### src/rtl/lrj_pkg.sv
// ----------------------------------------------------------------------------
// lrj_pkg: shared types and constants
// Transfer payloads, margin thresholds and kind codes for the line run
// justification classifier.
// ----------------------------------------------------------------------------
package lrj_pkg;

  // Input line transfer
  typedef struct packed {
    logic       line_blank;
    logic       line_claimed;
    logic [7:0] line_indent;
    logic [7:0] line_length;
    logic       final_line;
  } lrj_in_t;

  // Result transfer, one per finished run
  typedef struct packed {
    logic [15:0] run_start;
    logic [15:0] run_lines;
    logic [1:0]  run_kind;
  } lrj_out_t;

  // Thresholds derived from the right margin
  typedef struct packed {
    logic [7:0] margin;   // rm
    logic [7:0] center;   // rm / 2
    logic [7:0] right;    // rm * 8 / 10
    logic [7:0] tol;      // rm / 8
    logic [7:0] quarter;  // rm / 4
  } lrj_thr_t;

  localparam logic [1:0] KIND_PLAIN  = 2'd0;
  localparam logic [1:0] KIND_RIGHT  = 2'd1;
  localparam logic [1:0] KIND_CENTER = 2'd2;

  localparam logic [7:0]  RM_RESET     = 8'd72;
  localparam logic        REG_RMARGIN  = 1'b0;   // register index 0
  localparam int          CFG_ADDR_W   = 3;
  localparam logic [15:0] CNT_SAT      = 16'hFFFF;

endpackage

### src/rtl/lrj_cfg.sv
// ----------------------------------------------------------------------------
// lrj_cfg: configuration register
// Holds right_margin behind the APB-style port and derives the thresholds.
// ----------------------------------------------------------------------------
module lrj_cfg (
  input  logic                          clk,
  input  logic                          rst_n,
  input  logic                          psel,
  input  logic                          penable,
  input  logic                          pwrite,
  input  logic [lrj_pkg::CFG_ADDR_W-1:0] paddr,
  input  logic [31:0]                   pwdata,
  output logic [31:0]                   prdata,
  output logic                          pready,
  output lrj_pkg::lrj_thr_t             thr
);

  logic [7:0]  margin_r;
  logic [7:0]  margin_nxt;
  logic        wr_en;
  logic [17:0] right_prod;

  assign pready = 1'b1;
  assign wr_en  = psel && penable && pwrite &&
                  (paddr[lrj_pkg::CFG_ADDR_W-1] == lrj_pkg::REG_RMARGIN);

  always_comb begin
    margin_nxt = margin_r;
    if (wr_en) begin
      margin_nxt = pwdata[7:0];
    end
  end

  always_ff @(posedge clk) begin
    if (!rst_n) begin
      margin_r <= lrj_pkg::RM_RESET;
    end else begin
      margin_r <= margin_nxt;
    end
  end

  assign prdata = (paddr[lrj_pkg::CFG_ADDR_W-1] == lrj_pkg::REG_RMARGIN) ?
                  {24'd0, margin_r} : 32'd0;

  // rm*8/10 = (4*rm)/5; 4*rm stays below 1024, so *205 >> 10 is exact
  assign right_prod = {8'd0, margin_r, 2'b00} * 18'd205;

  assign thr.margin  = margin_r;
  assign thr.center  = {1'b0, margin_r[7:1]};
  assign thr.right   = right_prod[17:10];
  assign thr.tol     = {3'b000, margin_r[7:3]};
  assign thr.quarter = {2'b00, margin_r[7:2]};

endmodule

### src/rtl/lrj_run.sv
// ----------------------------------------------------------------------------
// lrj_run: run tracker
// Keeps the per-run state, absorbs one line per transfer and forms the
// result of a run as it closes.
// ----------------------------------------------------------------------------
module lrj_run #(
  parameter int MAX_LINES = 65536
) (
  input  logic              clk,
  input  logic              rst_n,
  input  logic              take,
  input  lrj_pkg::lrj_in_t  item,
  input  lrj_pkg::lrj_thr_t thr,
  output logic              res_valid,
  output lrj_pkg::lrj_out_t res
);

  localparam logic [15:0] INDEX_LIMIT =
    (MAX_LINES - 1 > 65535) ? 16'hFFFF : 16'(MAX_LINES - 1);

  logic [15:0] line_index_r, line_index_nxt;
  logic        in_run_r, in_run_nxt;
  logic [15:0] start_index_r, start_index_nxt;
  logic [15:0] run_count_r, run_count_nxt;
  logic [7:0]  first_indent_r, first_indent_nxt;
  logic [15:0] same_count_r, same_count_nxt;
  logic        right_ok_r, right_ok_nxt;
  logic        center_ok_r, center_ok_nxt;
  logic        before_blank_r, before_blank_nxt;
  logic        last_blank_r, last_blank_nxt;

  logic        text_line, opens, absorbs, breaks, in_run_after;
  logic [15:0] cnt_base, same_base;
  logic        right_base, center_base;
  logic [8:0]  span;
  logic [9:0]  span_hi, rm_hi;
  logic        same_hit, right_fail, center_fail;
  logic        after_blank;
  logic [17:0] same_x3, count_x2;
  logic [1:0]  kind;

  assign text_line    = !item.line_blank && !item.line_claimed;
  assign opens        = !in_run_r && text_line;
  assign absorbs      = opens || (in_run_r && text_line);
  assign breaks       = in_run_r && !text_line;
  assign in_run_after = absorbs;

  // Per-line tests against the run's first indent and the margin
  assign first_indent_nxt = opens ? item.line_indent : first_indent_r;
  assign span     = {1'b0, item.line_indent} + {1'b0, item.line_length};
  assign span_hi  = {1'b0, span} + {2'b00, thr.tol};
  assign rm_hi    = {2'b00, thr.margin} + {2'b00, thr.tol};
  assign same_hit = (item.line_indent <= first_indent_nxt) &&
                    (({1'b0, item.line_indent} + 9'd2) >= {1'b0, first_indent_nxt});
  assign right_fail  = (item.line_indent < thr.center) ||
                       (item.line_length < thr.right);
  assign center_fail = (item.line_indent == 8'd0) ||
                       (span_hi < {2'b00, thr.margin}) ||
                       ({1'b0, span} > rm_hi);

  // Restart the counters on the opening line
  assign cnt_base    = opens ? 16'd0 : run_count_r;
  assign same_base   = opens ? 16'd0 : same_count_r;
  assign right_base  = opens ? 1'b1 : right_ok_r;
  assign center_base = opens ? 1'b1 : center_ok_r;

  always_comb begin
    run_count_nxt = cnt_base;
    same_count_nxt = same_base;
    right_ok_nxt = right_base;
    center_ok_nxt = center_base;
    if (absorbs) begin
      if (cnt_base != lrj_pkg::CNT_SAT) begin
        run_count_nxt = cnt_base + 16'd1;
      end
      if (same_hit && (same_base != lrj_pkg::CNT_SAT)) begin
        same_count_nxt = same_base + 16'd1;
      end
      if (right_fail) begin
        right_ok_nxt = 1'b0;
      end
      if (center_fail) begin
        center_ok_nxt = 1'b0;
      end
    end
  end

  assign start_index_nxt  = opens ? line_index_r : start_index_r;
  assign before_blank_nxt = opens ? last_blank_r : before_blank_r;

  // A breaking line leaves the state untouched, so the updated values serve
  // both the break and the final-line close
  assign after_blank = breaks ? item.line_blank : 1'b1;
  assign same_x3     = {2'b00, same_count_nxt} + {1'b0, same_count_nxt, 1'b0};
  assign count_x2    = {1'b0, run_count_nxt, 1'b0};

  always_comb begin
    kind = lrj_pkg::KIND_PLAIN;
    if (before_blank_nxt && after_blank) begin
      if (center_ok_nxt && (first_indent_nxt > thr.quarter) &&
          ((run_count_nxt == 16'd1) || (same_x3 < count_x2))) begin
        kind = lrj_pkg::KIND_CENTER;
      end else if (right_ok_nxt) begin
        kind = lrj_pkg::KIND_RIGHT;
      end
    end
  end

  assign res_valid     = breaks || (item.final_line && in_run_after);
  assign res.run_start = start_index_nxt;
  assign res.run_lines = run_count_nxt;
  assign res.run_kind  = kind;

  assign in_run_nxt     = in_run_after && !item.final_line;
  assign last_blank_nxt = item.final_line ? 1'b1 : item.line_blank;

  always_comb begin
    line_index_nxt = line_index_r;
    if (item.final_line) begin
      line_index_nxt = 16'd0;
    end else if (line_index_r < INDEX_LIMIT) begin
      line_index_nxt = line_index_r + 16'd1;
    end
  end

  always_ff @(posedge clk) begin
    if (!rst_n) begin
      line_index_r   <= 16'd0;
      in_run_r       <= 1'b0;
      start_index_r  <= 16'd0;
      run_count_r    <= 16'd0;
      first_indent_r <= 8'd0;
      same_count_r   <= 16'd0;
      right_ok_r     <= 1'b1;
      center_ok_r    <= 1'b1;
      before_blank_r <= 1'b1;
      last_blank_r   <= 1'b1;
    end else if (take) begin
      line_index_r   <= line_index_nxt;
      in_run_r       <= in_run_nxt;
      start_index_r  <= start_index_nxt;
      run_count_r    <= run_count_nxt;
      first_indent_r <= first_indent_nxt;
      same_count_r   <= same_count_nxt;
      right_ok_r     <= right_ok_nxt;
      center_ok_r    <= center_ok_nxt;
      before_blank_r <= before_blank_nxt;
      last_blank_r   <= last_blank_nxt;
    end
  end

endmodule

### src/rtl/line_run_justify_classifier_top.sv
// ----------------------------------------------------------------------------
// line_run_justify_classifier_top: line run justification classifier
// Groups runs of unclaimed text lines and classifies each finished run as
// plain, right justified or centered.
// ----------------------------------------------------------------------------
// Usage:
//   in_valid/in_ready carry one text line per transfer (in_data). Lines are
//   numbered from 0 within a document; final_line closes the document and
//   the next line starts again at index 0.
//   out_valid/out_ready carry one result per finished run (out_data): start
//   index, saturating line count and kind. Lines that close no run produce
//   no transfer.
//   Pipeline: a line is captured in the input register; the run tracker
//   evaluates it combinationally from that register, and when the line
//   advances its result is loaded into the output register, which drives
//   out_valid and out_data.
//   Throughput: one line per cycle while no held result stalls a closing
//   line, as the run tracker updates its state with each accepted line.
//   Stalls: a held result in the output register blocks only a line that
//   itself closes a run; other lines keep flowing through the tracker.
//   Reset (rst_n low, synchronous): pipeline empties, run state returns to
//   "outside a run, previous line blank", right_margin returns to 72.
//   Configuration: write right_margin at byte address 0 over the APB-style
//   port while the block is idle.
// ----------------------------------------------------------------------------
module line_run_justify_classifier_top #(
  parameter int MAX_LINES = 65536
) (
  input  logic                           clk,
  input  logic                           rst_n,
  // line input channel
  input  logic                           in_valid,
  output logic                           in_ready,
  input  lrj_pkg::lrj_in_t               in_data,
  // result channel
  output logic                           out_valid,
  input  logic                           out_ready,
  output lrj_pkg::lrj_out_t              out_data,
  // configuration port
  input  logic                           psel,
  input  logic                           penable,
  input  logic                           pwrite,
  input  logic [lrj_pkg::CFG_ADDR_W-1:0] paddr,
  input  logic [31:0]                    pwdata,
  output logic [31:0]                    prdata,
  output logic                           pready
);

  lrj_pkg::lrj_thr_t thr;
  lrj_pkg::lrj_in_t  stage_r;
  logic              stage_vld_r, stage_vld_nxt;
  logic              out_vld_r, out_vld_nxt;
  lrj_pkg::lrj_out_t out_r;
  lrj_pkg::lrj_out_t res;
  logic              res_valid;
  logic              advance;
  logic              in_xfer;
  logic              load_out;

  lrj_cfg u_cfg (
    .clk     (clk),
    .rst_n   (rst_n),
    .psel    (psel),
    .penable (penable),
    .pwrite  (pwrite),
    .paddr   (paddr),
    .pwdata  (pwdata),
    .prdata  (prdata),
    .pready  (pready),
    .thr     (thr)
  );

  // Advance the staged line unless it closes a run and the output is held
  assign advance  = stage_vld_r && (!res_valid || !out_vld_r || out_ready);
  assign in_ready = !stage_vld_r || advance;
  assign in_xfer  = in_valid && in_ready;
  assign load_out = advance && res_valid;

  lrj_run #(
    .MAX_LINES (MAX_LINES)
  ) u_run (
    .clk       (clk),
    .rst_n     (rst_n),
    .take      (advance),
    .item      (stage_r),
    .thr       (thr),
    .res_valid (res_valid),
    .res       (res)
  );

  always_comb begin
    stage_vld_nxt = stage_vld_r;
    if (in_xfer) begin
      stage_vld_nxt = 1'b1;
    end else if (advance) begin
      stage_vld_nxt = 1'b0;
    end
  end

  always_comb begin
    out_vld_nxt = out_vld_r;
    if (load_out) begin
      out_vld_nxt = 1'b1;
    end else if (out_ready) begin
      out_vld_nxt = 1'b0;
    end
  end

  // Control state
  always_ff @(posedge clk) begin
    if (!rst_n) begin
      stage_vld_r <= 1'b0;
      out_vld_r   <= 1'b0;
    end else begin
      stage_vld_r <= stage_vld_nxt;
      out_vld_r   <= out_vld_nxt;
    end
  end

  // Payload registers: capture on transfer, hold otherwise
  always_ff @(posedge clk) begin
    if (in_xfer) begin
      stage_r <= in_data;
    end
    if (load_out) begin
      out_r <= res;
    end
  end

  assign out_valid = out_vld_r;
  assign out_data  = out_r;

endmodule

### config.mk
export PLATFORM = sky130hd
export DESIGN_NAME = line_run_justify_classifier_top
export DESIGN_NICKNAME = d
export VERILOG_FILES = /design/src/rtl/lrj_pkg.sv /design/src/rtl/lrj_cfg.sv /design/src/rtl/lrj_run.sv /design/src/rtl/line_run_justify_classifier_top.sv
export SDC_FILE = /design/constraint.sdc
export NUM_CORES = 1
export LEC_CHECK = 0
export BUFFER_PORTS_ARGS = -buffer_cell sky130_fd_sc_hd__buf_2
export CAP_MARGIN = 10
export CORE_ASPECT_RATIO = 0.6
export CORE_MARGIN = 5
export CORE_UTILIZATION = 45
export DETAILED_ROUTE_END_ITERATION = 8
export PLACE_DENSITY = 0.63
export SLEW_MARGIN = 20
export SYNTH_ARGS = -nofsm -noshare
export SYNTH_HDL_FRONTEND = slang
export SYNTH_HIERARCHICAL = 1
export SYNTH_SLANG_ARGS = --single-unit
### constraint.sdc
create_clock -name clk -period 13.25 [get_ports clk]
set_input_delay 0 -clock clk [delete_from_list [all_inputs] [get_ports clk]]
set_output_delay 0 -clock clk [all_outputs]
set_load 0.1 [all_outputs]
# Word level (Yosys, flattened, before mapping)
# Cells that the tools add are included.
word_totals:
  reg_bits: 140
  output_inout_bits: 69
  word_cells: 111
classes:
  add_sub_neg: 8
  n_mul: 1
  magnitude_cmp: 9
  n_eq_ne: 3
  muxes: 26
  bitwise_logic: 2
  n_reduce_logical: 40
op_table:
  columns: ["operator", "n"]
  rows:
  - ["16-bit two-way mux", 9]
  - ["16-bit by 1-bit adder with 16-bit output, second input constant", 3]
  - ["16-bit inequality test, second input constant", 2]
  - ["16-bit by 17-bit adder with 18-bit output", 1]
  - ["18-bit by 17-bit less-than comparator with 1-bit output", 1]
  - ["1-bit logical AND", 17]
  - ["16-bit by 1-bit == test with 1-bit output, second input constant", 1]
  - ["16-bit less-than comparator, second input constant", 1]
  - ["8-bit by 8-bit multiplier with 16-bit output, second input constant", 1]
  - ["8-bit two-way mux", 2]
  - ["1-bit two-way mux", 14]
  - ["9-bit by 5-bit adder with 10-bit output", 1]
  - ["9-bit by 10-bit greater-than comparator with 1-bit output", 1]
  - ["10-bit by 8-bit less-than comparator with 1-bit output", 1]
  - ["8-bit by 2-bit adder with 9-bit output, second input constant", 1]
  - ["8-bit by 5-bit adder with 9-bit output", 1]
  - ["8-bit by 8-bit adder with 9-bit output", 1]
  - ["9-bit by 8-bit greater-or-equal comparator with 1-bit output", 1]
  - ["1-bit logical OR", 9]
  - ["8-bit by 6-bit greater-than comparator with 1-bit output", 1]
  - ["8-bit <= comparator", 1]
  - ["1-bit zero test", 8]
  - ["8-bit zero test", 1]
  - ["8-bit by 7-bit less-than comparator with 1-bit output", 1]
  - ["6 further kinds", 9]

# Depth between registers and ports, before layout
logic_depth:
  word_depth: 14
  mapped_depth: 37
  depth_no_buf: 31

# Modules after synthesis
# The synthesis kept the hierarchy.
modules_own_cells:
  columns: ["module", "instances", "cells_per_inst", "area_per_inst_um2", "seq_area_each_um2"]
  rows:
  - ["lrj_run", 1, 1050, 7963.9, 1541.5]
  - ["lrj_cfg", 1, 212, 1845.5, 160.2]
  - ["line_run_justify_classifier_top", 1, 65, 1709.1, 1631.6]

# Worst setup path after synthesis
# OpenSTA, ideal clock, no wires.
synth_timing:
  kind: "reg-to-reg"
  startpoint: "reg stage_r[18] (netlist bit)"
  endpoint: "reg out_r, in the netlist out_data[0], data pin"
  setup_time_ns: 0.255
  t_arrival_ns: 6.871
  slack_ns: 6.123
  stages_incl_launch_ff: 35
  path_buffers: 6
  period_less_slack_ns: 7.127
  cell_sequence: "edfxtp_1 -> buf_2 -> nor3_2 -> buf_2 -> buf_2 -> buf_1 -> mux2i_1 -> ha_1 -> and3_1 -> nand3_1 -> or3_1 -> o311ai_1 -> o211a_1 -> buf_6 -> buf_6 -> mux2i_1 -> inv_1 -> ha_1 -> inv_1 -> fa_1 -> nor2b_1 -> o31ai_1 -> a21oi_1 -> a2111oi_0 -> nor2_1 -> o21a_1 -> nor2_1 -> xnor2_1 -> ha_1 -> a21o_1 -> a2111oi_0 -> o2111ai_1 -> a311oi_1 -> o2111ai_1 -> and3_1"
synth_via:
  elab_chain_len: 14
  elab_cells_between_ends: 41
  classes_between: "add/sub (3); order compare (4); eq/ne (3); mux (16); bitwise (1); reduce/logical (14)"
synth_rtl:
  columns: ["element", "line", "rtl"]
  rows:
  - ["start: declaration", "line_run_justify_classifier_top.sv:50", "lrj_pkg::lrj_in_t stage_r;"]
  - ["start signal: assignment", "line_run_justify_classifier_top.sv:123", "stage_r <= in_data;"]
  - ["1-bit zero test (*)", "lrj_run.sv:42", "assign text_line = !item.line_blank && !item.line_claimed;"]
  - ["1-bit logical AND (*)", "lrj_run.sv:42", null]
  - ["branches (longest 6 deep; another with 16-bit by 1-bit adder with 16-bit output)", null, null]
  - ["16-bit two-way mux (*)", "lrj_run.sv:72", "if (absorbs) begin"]
  - ["via u_run.same_count_nxt[1]", "lrj_run.sv:26", "logic [15:0] same_count_r, same_count_nxt;"]
  - ["16-bit by 17-bit adder with 18-bit output (*)", "lrj_run.sv:94", "assign same_x3 = {2'b00, same_count_nxt} + {1'b0, same_count_nxt, 1'b0};"]
  - ["18-bit by 17-bit less-than comparator with 1-bit output (*)", "lrj_run.sv:101", "((run_count_nxt == 16'd1) || (same_x3 < count_x2))) begin"]
  - ["1-bit logical OR (*)", "lrj_run.sv:101", null]
  - ["1-bit logical AND (*)", "lrj_run.sv:100", "if (center_ok_nxt && (first_indent_nxt > thr.quarter) &&"]
  - ["2-bit OR reduction (no line) (*)", null, null]
  - ["end signal: assignment", "line_run_justify_classifier_top.sv:126", "out_r <= res;"]
  - ["end: declaration", "line_run_justify_classifier_top.sv:53", "lrj_pkg::lrj_out_t out_r;"]
# Mark *: on every way through the listed nets, which the timed path passes.
# A chain may end at the register's enable or synchronous reset.

# Worst setup path in the final report
layout_timing:
  startpoint: "reg stage_r[17] (netlist bit)"
  endpoint: "reg out_r, in the netlist out_data[0], data pin"
layout_via:
  elab_chain_len: 14
  elab_cells_between_ends: 41
  classes_between: "add/sub (3); order compare (4); eq/ne (3); mux (16); bitwise (1); reduce/logical (14)"
layout_rtl:
  columns: ["element", "line", "rtl"]
  rows:
  - ["1-bit zero test (*)", "lrj_run.sv:42", null]
  - ["1-bit logical AND (*)", "lrj_run.sv:42", null]
  - ["1-bit logical AND (*)", "lrj_run.sv:43", "assign opens = !in_run_r && text_line;"]
  - ["8-bit two-way mux (*)", "lrj_run.sv:49", "assign first_indent_nxt = opens ? item.line_indent : first_indent_r;"]
  - ["via u_run.first_indent_nxt[0]", "lrj_run.sv:25", "logic [7:0] first_indent_r, first_indent_nxt;"]
  - ["9-bit by 8-bit greater-or-equal comparator with 1-bit output or 8-bit <= comparator (tied branches)", "lrj_run.sv:54, lrj_run.sv:53", null]
  - ["1-bit logical AND (*)", "lrj_run.sv:53", "assign same_hit = (item.line_indent <= first_indent_nxt) &&"]
  - ["1-bit logical AND (*)", "lrj_run.sv:76", "if (same_hit && (same_base != lrj_pkg::CNT_SAT)) begin"]
  - ["16-bit two-way mux (*)", "lrj_run.sv:76", null]
  - ["16-bit two-way mux (*)", "lrj_run.sv:72", null]
  - ["via u_run.same_count_nxt[2]", "lrj_run.sv:26", null]
  - ["16-bit by 17-bit adder with 18-bit output (*)", "lrj_run.sv:94", null]
  - ["18-bit by 17-bit less-than comparator with 1-bit output (*)", "lrj_run.sv:101", null]
  - ["1-bit logical OR (*)", "lrj_run.sv:101", null]
  - ["1-bit logical AND (*)", "lrj_run.sv:100", null]
  - ["2-bit OR reduction (no line) (*)", null, null]
# Mark *: on every way through the listed nets, which the timed path passes. The rest lies on a longest branch.

==> impl_metrics.py <==
metrics = {
    "pwr": {
        "power.internal_mw": 0.831,
        "sequentialPowerShare": 0.376,
        "cellPowerDensity_nw_per_um2": 98.6,
        "sw_frac_of_total": 0.344,
        "power_switching_mw": 0.436,
        "p_leak_nw": 5.74,
        "power_frac_comb": 0.246,
        "clockPowerShare": 0.379,
        "finalPower_mw": 1.27,
        "peakVddDrop_mv": 0.0798,
    },
    "finish": {
        "fillers": 2394,
        "area_growth_pct": 11.5,
        "final_util": 0.509,
        "multiInputGateArea_um2": 7330,
        "antenna_cells": 0,
        "nets": 1615,
        "drive_above_1_share": 0.102,
        "seq_area_um2": 3330,
        "stdcell_count": 1734,
    },
    "placed_design": {
        "dpl.hpwl_um": 21100,
        "post-place-cells": 1671,
        "port_buffers": 78,
        "place.gp.congestion": 0.872,
    },
    "sta": {
        "maxSlewViolCount": 0,
        "fmax_mhz": 125,
        "rsz0062_at_grt": "no",
        "setup_violations": 0,
        "fin_crit_sh": 0.603,
        "tightestPinTransition_ns": 0.997,
        "finalHoldViolCount": 0,
        "min_period_ns": 7.99,
        "hold_ws_ns": 0.0964,
        "finalSetupTns_ns": 0,
        "maxSlewHeadroom": 0.335,
        "skew_ns": 0.0189,
    },
    "worst_setup_path": {
        "start_kind": "flop",
        "worstRegToRegCells": 28,
        "cp-end-kind": "flop",
        "critPathMaxStageDelay_ns": 0.61,
        "crit_arrival_ns": 8.19,
        "path_common_cell": "ha_1",
        "crit_family": "compound AO/OA/AOI/OAI gates",
        "critPathRequiredTime_ns": 13.44,
        "path_buf_inv": 2,
        "crit_type": "flop to flop",
        "cp_max_fo": 20,
        "path_depth": 28,
        "crit_slowest_cell": "o211a_1",
    },
    "synth": {
        "synth_cells": 1327,
        "ys_warn_count": 6,
        "synth-edff-count": 53,
        "syn_area_um2": 11500,
        "async_flop_share": 0,
        "yosys_most_used_dff": "dfxtp_1",
        "ys_ff_latch": 140,
        "synth.avg_cell_area_um2": 8.68,
        "yosysSeqAreaShare": 0.289,
        "synthDistinctLibCells": 92,
    },
    "status": {
        "status": "finished clean",
    },
    "global_route": {
        "globalRouteTotalUtil": 0.200,
        "grt.overflow.total": 0,
        "grt_pass1_wl_um": 47000,
        "antenna_found_initial": 0,
        "grt_max_degree": 64,
        "first_global_vias": 9019,
    },
    "cts": {
        "cts_made_buffers": 17,
        "cts_tree": "done",
        "clockBufferDepth": 2,
        "clk_latency_ns": 0.45,
        "cts_sinks": 140,
        "root_buffer": "clkbuf_16",
        "clkSlewWorstSetupHoldPaths_ns": 0.07,
        "cts_max_level": 4,
    },
    "drt": {
        "drtPass1Iterations": 5,
        "drt-total-wl_um": 28900,
        "drtIter0Drc": 759,
        "drc": 0,
        "drtAntennaViolNets": 0,
        "wl_per_cell_um": 16.7,
        "vias": 9608,
        "routed_via_density": 5.54,
    },
    "floorplan": {
        "core-area_um2": 25200,
        "dieArea_um2": 29000,
        "rows": 45,
        "fp.dieW_um": 217,
        "fp.dieH_um": 134,
        "io_pins": 130,
        "initial_utilization": 0.457,
    },
    "job": {
        "max_cap_violations": 0,
    },
    "worst_hold_path": {
        "hold_path.class": "primary input to flop",
        "worstHoldPathCells": 4,
    },
}
final timing paths:
path / start / end / slack [ns]
max reg2reg: stage_r[17] / out_data[0] / 5.26
min: pwrite / u_cfg/margin_r[3] / 0.1
min reg2reg: u_run/start_index_r[14] / u_run/start_index_r[14] / 0.47
max: stage_r[17] / out_data[0] / 5.26
cell families after synthesis:
logic type                 after synthesis  synth area share
and+or+nand+nor                        428             0.184
AOI/OAI and AO/OA                      282             0.171
buffers and inverters                  206            0.0856
adders and majority gates              165             0.188
DFF                                    140             0.289
other                                    2          0.000652
muxes                                   24            0.0212
xor gates and xnor gates                80            0.0608
what timing repair did:
action	in CTS	in global routing
endpoints found under the setup margin	0	0
buffers inserted	0	0
hold endpoints to repair	29	0
hold buffers	30	0
gates resized for setup	0	0
power by group through the flow:
stage | Clock, mW | Sequential, mW | Combinational (mW)
after detailed placement | 0 | 0.485 | 0.299
final | 0.480 | 0.476 | 0.311
after global routing | 0.513 | 0.477 | 0.348
after floorplan | 0 | 0.485 | 0.242
after global placement | 0 | 0.485 | 0.292
after CTS | 0.492 | 0.475 | 0.308
area by class of cell:
cell class,instances,area share
clock buffer,17,0.0331
clock inverter,15,0.0132
inverter,105,0.0307
multi-input combinational,1010,0.571
sequential,140,0.259
tap,329,0.0320
timing repair buffer,118,0.0606
state kept, by name, indices dropped and copies added (netlist names), 8 cells and up:
| name | cells |
|---|---|
| u_run/start_index_r | 16 |
| u_run/first_indent_r | 8 |
| u_cfg/margin_r | 8 |
| u_run/run_count_r | 16 |
| stage_r | 19 |
| u_run/same_count_r | 16 |
| u_run/line_index_r | 16 |
| out_data | 34 |
routing by layer:
layer  GRT usage  part of all wire  up-vias
li1            -                 -     4796
met1       0.318              0.54     4554
met2       0.274              0.39      247
met3      0.0442             0.065       11
met4      0.0424            0.0050        0
met5           0                 0        -
placed cells by master, fill, tap and decap left out, types with 29 or more instances in the layout:
| master | netlist | layout |
|---|---|---|
| o21ai_0 | 39 | 39 |
| dlygate4sd3_1 | 0 | 30 |
| buf_2 | 5 | 78 |
| xnor2_1 | 51 | 51 |
| a21oi_1 | 68 | 68 |
| dfxtp_1 | 87 | 87 |
| edfxtp_1 | 53 | 53 |
| xor2_1 | 29 | 29 |
| nor2_1 | 88 | 87 |
| nand2_1 | 138 | 138 |
| nand3_1 | 45 | 45 |
| ha_1 | 148 | 148 |
| conb_1 | 2 | 31 |
| inv_1 | 103 | 103 |
cells in the mapped netlist (7+ instances only):
master | instances | area [µm²]
and3_1 | 13 | 81.3
nor2b_1 | 24 | 150
nand2b_1 | 9 | 56.3
nor2_1 | 88 | 330
a41oi_1 | 7 | 61.3
o21bai_1 | 8 | 60.1
nor4_1 | 9 | 56.3
nand2_1 | 138 | 518
a21o_1 | 20 | 150
a311oi_1 | 13 | 114
xor2_1 | 29 | 254
a21oi_1 | 68 | 340
inv_1 | 103 | 387
nand3_1 | 45 | 225
o21ai_1 | 10 | 50.1
ha_1 | 148 | 1850
dfxtp_1 | 87 | 1740
fa_1 | 14 | 280
a211oi_1 | 7 | 52.6
and2_1 | 11 | 68.8
xnor2_1 | 51 | 447
buf_4 | 49 | 368
a21boi_0 | 8 | 60.1
mux2i_1 | 21 | 210
a21boi_1 | 11 | 82.6
nor3_1 | 18 | 90.1
o211a_1 | 13 | 130
clkbuf_1 | 38 | 143
o21a_1 | 16 | 120
o31ai_1 | 7 | 52.6
nand4_1 | 22 | 138
o21ai_0 | 39 | 195
or3_1 | 15 | 93.8
edfxtp_1 | 53 | 1590
per-stage QoR:
step                      area [µm²]  setup slack, ns
after global placement         11900             5.47
after detailed placement       11900             5.45
after global routing           12800             4.71
after floorplan                11600             6.12
final                          12800             5.26
after CTS                      12800             5.39
worst register-to-register path, delay by kind of cell, from the launching register on:
kind | cells | cell delay, ns
AOI/OAI and AO/OA | 12 | 3.59
xor gates and xnor gates | 2 | 0.58
adders and majority gates | 4 | 1.30
buffers and inverters | 2 | 0.21
DFF | 1 | 0.60
and+or+nand+nor | 8 | 1.47
(Power assumes the default switching activity.)
